## src/rtl/osat_pkg.sv

```systemverilog
package osat_pkg;

    typedef enum logic [2:0] {
        OP_TICK        = 3'd0,
        OP_INIT        = 3'd1,
        OP_SET_TIMEOUT = 3'd2,
        OP_SET_ABS     = 3'd3,
        OP_CLEAR       = 3'd4,
        OP_READ        = 3'd5,
        OP_START       = 3'd6,
        OP_STOP        = 3'd7
    } op_t;

    localparam int unsigned MIN_TIMEOUT = 5;
    localparam int unsigned NUM_PRESCALE_REGS = 4;
    localparam int unsigned CFG_INDEX_BITS = 8;
    localparam int unsigned PHASE_BITS = 10;

    typedef struct packed {
        logic        en;
        logic        hit;
        op_t         op;
        logic [15:0] value;
    } chan_req_t;

    function automatic logic [PHASE_BITS:0] divisor(input logic [1:0] sel);
        logic [PHASE_BITS:0] d;
        case (sel)
            2'd0:    d = 11'd1;
            2'd1:    d = 11'd64;
            2'd2:    d = 11'd256;
            default: d = 11'd1024;
        endcase
        return d;
    endfunction

endpackage

```

## src/rtl/osat_chan.sv

```systemverilog
module osat_chan #(
    parameter int COUNTER_BITS = 16
) (
    input  logic                    aclk,
    input  logic                    aresetn,
    input  osat_pkg::chan_req_t     req,
    input  logic [1:0]              prescale,
    output logic [COUNTER_BITS-1:0] read_now,
    output logic                    fire
);

    localparam int PB = osat_pkg::PHASE_BITS;

    logic [COUNTER_BITS-1:0] count_reg, count_next;
    logic [COUNTER_BITS-1:0] reload_reg, reload_next;
    logic [COUNTER_BITS-1:0] mark_reg, mark_next;
    logic [COUNTER_BITS-1:0] base_reg, base_next;
    logic                    armed_reg, armed_next;
    logic                    irq_reg, irq_next;
    logic                    run_reg, run_next;
    logic [PB-1:0]           phase_reg, phase_next;

    logic [PB:0]             phase_inc;
    logic [COUNTER_BITS-1:0] tgt;
    logic [COUNTER_BITS-1:0] diff;
    logic [COUNTER_BITS-1:0] min_pre;
    logic [COUNTER_BITS-1:0] pre_rel;
    logic [COUNTER_BITS-1:0] pre_abs;

    always_comb begin
        if (armed_reg) begin
            if (count_reg >= mark_reg) begin
                read_now = base_reg + count_reg - mark_reg;
            end else begin
                read_now = base_reg;
            end
        end else begin
            read_now = base_reg + count_reg;
        end
    end

    assign phase_inc = {1'b0, phase_reg} + (PB+1)'(1);
    assign tgt       = COUNTER_BITS'(req.value);
    assign diff      = tgt - read_now;
    assign min_pre   = {COUNTER_BITS{1'b0}} - COUNTER_BITS'(osat_pkg::MIN_TIMEOUT);
    assign pre_rel   = (req.value < 16'(osat_pkg::MIN_TIMEOUT)) ? min_pre
                     : ({COUNTER_BITS{1'b0}} - tgt);
    assign pre_abs   = ((diff != '0) && (diff < COUNTER_BITS'(osat_pkg::MIN_TIMEOUT)))
                     ? min_pre : (read_now - tgt);

    always_comb begin
        count_next  = count_reg;
        reload_next = reload_reg;
        mark_next   = mark_reg;
        base_next   = base_reg;
        armed_next  = armed_reg;
        irq_next    = irq_reg;
        run_next    = run_reg;
        phase_next  = phase_reg;
        fire        = 1'b0;
        if (req.en) begin
            if (req.op == osat_pkg::OP_TICK) begin
                if (run_reg) begin
                    if (phase_inc < osat_pkg::divisor(prescale)) begin
                        phase_next = phase_inc[PB-1:0];
                    end else begin
                        phase_next = '0;
                        if (count_reg != {COUNTER_BITS{1'b1}}) begin
                            count_next = count_reg + COUNTER_BITS'(1);
                        end else if (armed_reg && irq_reg) begin
                            fire        = 1'b1;
                            armed_next  = 1'b0;
                            irq_next    = 1'b0;
                            base_next   = base_reg - mark_reg;
                            mark_next   = '0;
                            reload_next = '0;
                            count_next  = '0;
                        end else begin
                            count_next = reload_reg;
                        end
                    end
                end
            end else if (req.hit) begin
                unique case (req.op) inside
                    osat_pkg::OP_INIT: begin
                        reload_next = '0;
                        base_next   = '0;
                        mark_next   = '0;
                        armed_next  = 1'b1;
                        irq_next    = 1'b1;
                        count_next  = '0;
                        phase_next  = '0;
                        run_next    = 1'b1;
                    end
                    osat_pkg::OP_SET_TIMEOUT: begin
                        base_next   = read_now;
                        reload_next = pre_rel;
                        mark_next   = pre_rel;
                        armed_next  = 1'b1;
                        irq_next    = 1'b1;
                        count_next  = pre_rel;
                        phase_next  = '0;
                        run_next    = 1'b1;
                    end
                    osat_pkg::OP_SET_ABS: begin
                        base_next   = read_now;
                        reload_next = pre_abs;
                        mark_next   = pre_abs;
                        armed_next  = 1'b1;
                        irq_next    = 1'b1;
                        count_next  = pre_abs;
                        phase_next  = '0;
                        run_next    = 1'b1;
                    end
                    osat_pkg::OP_CLEAR: begin
                        armed_next = 1'b0;
                        irq_next   = 1'b0;
                    end
                    osat_pkg::OP_START: begin
                        if (!run_reg) begin
                            count_next = reload_reg;
                            phase_next = '0;
                        end
                        run_next = 1'b1;
                    end
                    osat_pkg::OP_STOP: begin
                        run_next = 1'b0;
                    end
                    osat_pkg::OP_READ, osat_pkg::OP_TICK: begin
                    end
                endcase
            end
        end
    end

    always_ff @(posedge aclk) begin
        if (!aresetn) begin
            count_reg  <= '0;
            reload_reg <= '0;
            mark_reg   <= '0;
            base_reg   <= '0;
            armed_reg  <= 1'b0;
            irq_reg    <= 1'b0;
            run_reg    <= 1'b0;
            phase_reg  <= '0;
        end else begin
            count_reg  <= count_next;
            reload_reg <= reload_next;
            mark_reg   <= mark_next;
            base_reg   <= base_next;
            armed_reg  <= armed_next;
            irq_reg    <= irq_next;
            run_reg    <= run_next;
            phase_reg  <= phase_next;
        end
    end

endmodule

```

## src/rtl/one_shot_alarm_overflow_timer.sv

```systemverilog
// A bank of prescaled up-counting timers that emulate one-shot alarms on overflow.
// Requests arrive on the s_ channel (valid/ready): an operation code, a timer index
// and a 16-bit value. Every request produces exactly one result on the m_ channel:
// the corrected elapsed count for a read, the mask of alarms fired for a tick,
// and zeros otherwise.
// A request is captured in an input register and processed once the result register
// is free (empty, or m_ready high), when all channel state updates and the result
// register loads. One request is taken per cycle unless a waiting result stalls it.
// The result register decouples the two sides: a new request is still accepted
// while a result waits, and only when both the input and result registers are
// full and m_ready is low does s_ready drop.
// The prescale selects are written through the cfg_ port, which is always ready;
// writes are meant to happen while no request is in flight.
// A synchronous active-low reset clears all counters, bases, flags, prescale
// selects and both pipeline valid bits.
module one_shot_alarm_overflow_timer #(
    parameter int NUM_TIMERS   = 4,
    parameter int COUNTER_BITS = 16
) (
    input  logic                                aclk,
    input  logic                                aresetn,
    input  logic                                s_valid,
    output logic                                s_ready,
    input  logic [2:0]                          s_operation,
    input  logic [1:0]                          s_timer_index,
    input  logic [15:0]                         s_value,
    output logic                                m_valid,
    input  logic                                m_ready,
    output logic [15:0]                         m_read_value,
    output logic [3:0]                          m_alarm_mask,
    input  logic                                cfg_valid,
    output logic                                cfg_ready,
    input  logic [osat_pkg::CFG_INDEX_BITS-1:0] cfg_index,
    input  logic [1:0]                          cfg_data
);

    logic                in_valid_reg;
    osat_pkg::op_t       op_reg;
    logic [1:0]          idx_reg;
    logic [15:0]         value_reg;
    logic                out_valid_reg;
    logic [15:0]         read_value_reg;
    logic [3:0]          alarm_mask_reg;
    logic [1:0]          prescale_reg [NUM_TIMERS];

    logic                    advance;
    logic [NUM_TIMERS-1:0]   fire_vec;
    logic [COUNTER_BITS-1:0] chan_read [NUM_TIMERS];
    logic [COUNTER_BITS-1:0] read_sel;

    assign advance   = in_valid_reg && (!out_valid_reg || m_ready);
    assign s_ready   = !in_valid_reg || advance;
    assign cfg_ready = 1'b1;

    always_ff @(posedge aclk) begin
        if (!aresetn) begin
            in_valid_reg <= 1'b0;
        end else if (s_ready) begin
            in_valid_reg <= s_valid;
        end
    end

    always_ff @(posedge aclk) begin
        if (s_valid && s_ready) begin
            op_reg    <= osat_pkg::op_t'(s_operation);
            idx_reg   <= s_timer_index;
            value_reg <= s_value;
        end
    end

    always_ff @(posedge aclk) begin
        if (!aresetn) begin
            for (int i = 0; i < NUM_TIMERS; i++) begin
                prescale_reg[i] <= 2'd0;
            end
        end else if (cfg_valid && cfg_ready) begin
            for (int i = 0; i < NUM_TIMERS; i++) begin
                if (i < osat_pkg::NUM_PRESCALE_REGS &&
                    cfg_index == osat_pkg::CFG_INDEX_BITS'(i)) begin
                    prescale_reg[i] <= cfg_data;
                end
            end
        end
    end

    for (genvar g = 0; g < NUM_TIMERS; g++) begin : g_chan
        osat_pkg::chan_req_t req;

        assign req.en    = advance;
        assign req.hit   = (32'(idx_reg) == g);
        assign req.op    = op_reg;
        assign req.value = value_reg;

        osat_chan #(
            .COUNTER_BITS(COUNTER_BITS)
        ) u_chan (
            .aclk     (aclk),
            .aresetn  (aresetn),
            .req      (req),
            .prescale (prescale_reg[g]),
            .read_now (chan_read[g]),
            .fire     (fire_vec[g])
        );
    end

    always_comb begin
        read_sel = '0;
        for (int i = 0; i < NUM_TIMERS; i++) begin
            if (32'(idx_reg) == i) begin
                read_sel = chan_read[i];
            end
        end
    end

    always_ff @(posedge aclk) begin
        if (!aresetn) begin
            out_valid_reg <= 1'b0;
        end else if (advance) begin
            out_valid_reg <= 1'b1;
        end else if (m_ready) begin
            out_valid_reg <= 1'b0;
        end
    end

    always_ff @(posedge aclk) begin
        if (advance) begin
            read_value_reg <= (op_reg == osat_pkg::OP_READ) ? 16'(read_sel) : 16'd0;
            alarm_mask_reg <= (op_reg == osat_pkg::OP_TICK) ? 4'(fire_vec) : 4'd0;
        end
    end

    assign m_valid      = out_valid_reg;
    assign m_read_value = read_value_reg;
    assign m_alarm_mask = alarm_mask_reg;

endmodule

```

## config.mk

```make
export PLATFORM = sky130hd
export DESIGN_NAME = one_shot_alarm_overflow_timer
export DESIGN_NICKNAME = d
export VERILOG_FILES = /design/src/rtl/osat_pkg.sv /design/src/rtl/osat_chan.sv /design/src/rtl/one_shot_alarm_overflow_timer.sv
export SDC_FILE = /design/constraint.sdc
export NUM_CORES = 2
export LEC_CHECK = 0
export BUFFER_PORTS_ARGS = -buffer_cell sky130_fd_sc_hd__buf_2
export CAP_MARGIN = 20
export CORE_UTILIZATION = 55
export CTS_BUF_LIST = sky130_fd_sc_hd__clkbuf_16
export CTS_CLUSTER_DIAMETER = 60
export DETAILED_ROUTE_END_ITERATION = 10
export PLACE_DENSITY_LB_ADDON = 0.1
export SETUP_SLACK_MARGIN = 0.3
export SLEW_MARGIN = 20
export SYNTH_ARGS = -nofsm -noshare
export SYNTH_HDL_FRONTEND = slang
export SYNTH_SLANG_ARGS = --single-unit
```

## constraint.sdc

```tcl
create_clock -name aclk -period 6.8 [get_ports aclk]
set_clock_uncertainty 0.1 [all_clocks]
set_input_delay 1.36 -clock aclk [delete_from_list [all_inputs] [get_ports aclk]]
set_output_delay 1.36 -clock aclk [all_outputs]
set_load 0.01 [all_outputs]
```

==> results.json <==
{
  "outcome": "complete, no violations",
  "ys.flop_type": "dfxtp_1",
  "slowest_delay_ps": 500,
  "ant_nets": 0,
  "grt_remaining_overflow": 0,
  "rows": 92,
  "placed_cells": 5578,
  "gp_congestion": 1.08,
  "cp_slowest_cell": "or4b_4",
  "start_util_pct": 55.6,
  "design.core.area_sq_mm": 0.0631,
  "syn_avg_cell_area_sq_um": 7.72,
  "p_leak_nw": 17.9,
  "hold_violations": 0,
  "drtIter0Drc": 3348,
  "place_ws_ps": -370,
  "grt_pass1_wl_microns": 196000,
  "rsz0062_at_grt": "yes",
  "io_pins": 59,
  "grt_max_degree": 89,
  "min_period_ps": 6700,
  "yosysSeqAreaShare_pct": 21.7,
  "drive_gt1_share_pct": 17.1,
  "worstPathMaxFanout": 6,
  "fin_util_pct": 66.6,
  "htreeDepth": 2,
  "hpwl_microns": 97400,
  "slew_violations": 0,
  "fin_crit_sh_pct": 98.6,
  "stdcell_count": 5743,
  "drc": 0,
  "ir_drop_mv": 0.182,
  "cts_tree": "built",
  "finalNetCount": 5295,
  "crit_path_start_kind": "flip-flop",
  "multi_input_area_sq_mm": 0.0270,
  "io_buffers": 57,
  "syn_nets": 4983,
  "vias_per_cell": 6.39,
  "path_clk_slew_ps": 60,
  "clock_sinks": 355,
  "die_h_microns": 254,
  "cp_data_required_time_ps": 7160,
  "vias": 36700,
  "antenna_found_initial": 10,
  "setup_violations": 0,
  "regArea_sq_mm": 0.00761,
  "syn_area_sq_mm": 0.0351,
  "yosys_register_bits": 355,
  "first_global_vias": 33700,
  "cts_buffer_depth": 3,
  "cp.arrival_ps": 7060,
  "clk_latency_ps": 620,
  "die_x_microns": 254,
  "root_buffer": "clkbuf_16",
  "power_density_mw_per_mm2": 171,
  "max_freq_mhz": 149,
  "fill_cells": 5566,
  "synth_edf_count": 49,
  "synth-async-reset-ratio_pct": 0,
  "cap_violations": 0,
  "slew_headroom_pct": 22.3,
  "synth_warnings": 0,
  "firstDrtPassIters": 6,
  "wire_per_inst_microns": 22.9,
  "numCtsBuffers": 52,
  "drt-total-wl_microns": 131000,
  "die-area_sq_mm": 0.0648,
  "hold_path_class": "flip-flop to flip-flop",
  "synth.distinct_cells": 98,
  "finalWorstSetupSlack_ps": 97.6,
  "gr-usage-all-layers_pct": 39.5,
  "setup.worst_path.class": "flip-flop to flip-flop",
  "worstMarginPinSlew_ps": 1160,
  "area_growth_pct": 19.9,
  "end_kind": "flip-flop",
  "syn_inst": 4542
}
[through the flow]
stage / hold WS (ps) / TNS, ps / total power, mW / cell area [sq um]
3_5_place_dp: 335 / -18710 / 4.26 / 38400
6_report: 341 / 0 / 7.21 / 42000
3_3_place_gp: 331 / -5460 / 4.25 / 38400
4_1_cts: 345 / 0 / 7.07 / 41000
5_1_grt: 353 / -9770 / 7.48 / 42000
2_1_floorplan: 322 / 0 / 3.59 / 35200
[cell usage after synthesis (26+ instances only)]
cell type | n | share of area [%]
nand3_1 | 116 | 1.7
and3_1 | 66 | 1.2
dfxtp_1 | 306 | 17
a22oi_1 | 44 | 0.94
o211ai_1 | 49 | 1.0
nor2b_1 | 58 | 1.0
inv_1 | 269 | 2.9
a21boi_0 | 26 | 0.56
mux2i_1 | 47 | 1.3
clkbuf_1 | 199 | 2.1
a21oi_1 | 355 | 5.1
edfxtp_1 | 49 | 4.2
nand4_1 | 28 | 0.50
nand2b_1 | 58 | 1.0
and2_1 | 29 | 0.52
nand2_1 | 304 | 3.3
nor2_1 | 481 | 5.2
o21ai_0 | 310 | 4.4
ha_1 | 385 | 14
a31oi_1 | 55 | 0.98
a2bb2oi_1 | 27 | 0.67
xnor2_1 | 170 | 4.2
o21a_1 | 70 | 1.5
a21o_1 | 141 | 3.0
a211oi_1 | 72 | 1.5
nor3_1 | 142 | 2.0
a221oi_1 | 46 | 1.1
xor2_1 | 113 | 2.8
[cell usage in the layout, fill, tap and decap left out, types with 58 or more instances in the layout]
| cell | Yosys | layout |
|---|---|---|
| o21a_1 | 70 | 69 |
| nor2_1 | 481 | 466 |
| nor3_1 | 142 | 125 |
| a21o_1 | 141 | 141 |
| and3_1 | 66 | 64 |
| xor2_1 | 113 | 113 |
| a21oi_1 | 355 | 323 |
| nand2_1 | 304 | 300 |
| o21ai_0 | 310 | 293 |
| ha_1 | 385 | 369 |
| nand3_1 | 116 | 114 |
| buf_4 | 2 | 382 |
| dfxtp_1 | 306 | 298 |
| inv_1 | 269 | 270 |
| xnor2_1 | 170 | 167 |
| a211oi_1 | 72 | 58 |
[cell families (layout without fill, tap and decap cells)]
group	count (synthesis)	in the layout	synth area share (%)
simple gates	1421	1423	19.2
compound gates	1522	1522	29.4
xor+xnor	285	285	7.18
buf+inv	485	837	5.24
fa+ha+maj	405	405	14.9
other cells	1	2	0.0107
mux	68	68	2.41
flops	355	355	21.7
[worst max-delay path, delay by kind of cell (launching register included)]
| family | cells | cell delay (ps) |
|---|---|---|
| buf+inv | 3 | 470 |
| xor+xnor | 1 | 170 |
| compound gates | 16 | 2640 |
| fa+ha+maj | 4 | 1180 |
| flops | 1 | 340 |
| simple gates | 7 | 1660 |
[area by class of cell]
type	count	share of cell area, %
well taps	846	2.52
multi-input cells	3704	64.3
flip-flops and latches	355	18.1
inverters	272	2.44
repair buffers	469	8.48
clock buffers	53	3.15
clock inverters	43	0.958
diodes	1	0.00595
[where the power goes]
| part | internal [mW] | switching [mW] | total [mW] |
|---|---|---|---|
| clock | 1.63 | 1.15 | 2.78 |
| sequential | 2.17 | 0.0594 | 2.23 |
| combinational | 0.889 | 1.32 | 2.21 |
| total | 4.69 | 2.52 | 7.21 |
[what timing repair did]
action / CTS / global route
resized for setup: 123 / 164
cloned: 3 / 3
buffers inserted: 33 / 28
hold buffers: 0 / 0
endpoints found under the setup margin: 191 / 192
pin swaps: 95 / 111
[path summary, 6_finish.rpt]
| path | startpoint | endpoint | slack (ps) | cells after the start |
|---|---|---|---|---|
| setup / recovery | g_chan[0].u_chan.base_reg[0] | g_chan[0].u_chan.mark_reg[2] | 100 | 31 |
| hold / removal | g_chan[1].u_chan.reload_reg[14] | g_chan[1].u_chan.reload_reg[14] | 340 | 2 |
| setup reg to reg | g_chan[0].u_chan.base_reg[0] | g_chan[0].u_chan.mark_reg[2] | 100 | 31 |
| hold reg to reg | g_chan[1].u_chan.reload_reg[14] | g_chan[1].u_chan.reload_reg[14] | 340 | 2 |
[routing by layer]
metal | vias up | track usage [%] | wire length [microns]
met4 | 8 | 26.0 | 9960
met5 | - | 0 | 57
met1 | 17100 | 51.4 | 53800
met3 | 434 | 7.54 | 13200
li1 | 17400 | - | -
met2 | 1778 | 59.4 | 54300
Power figures use the tool's default switching activity.
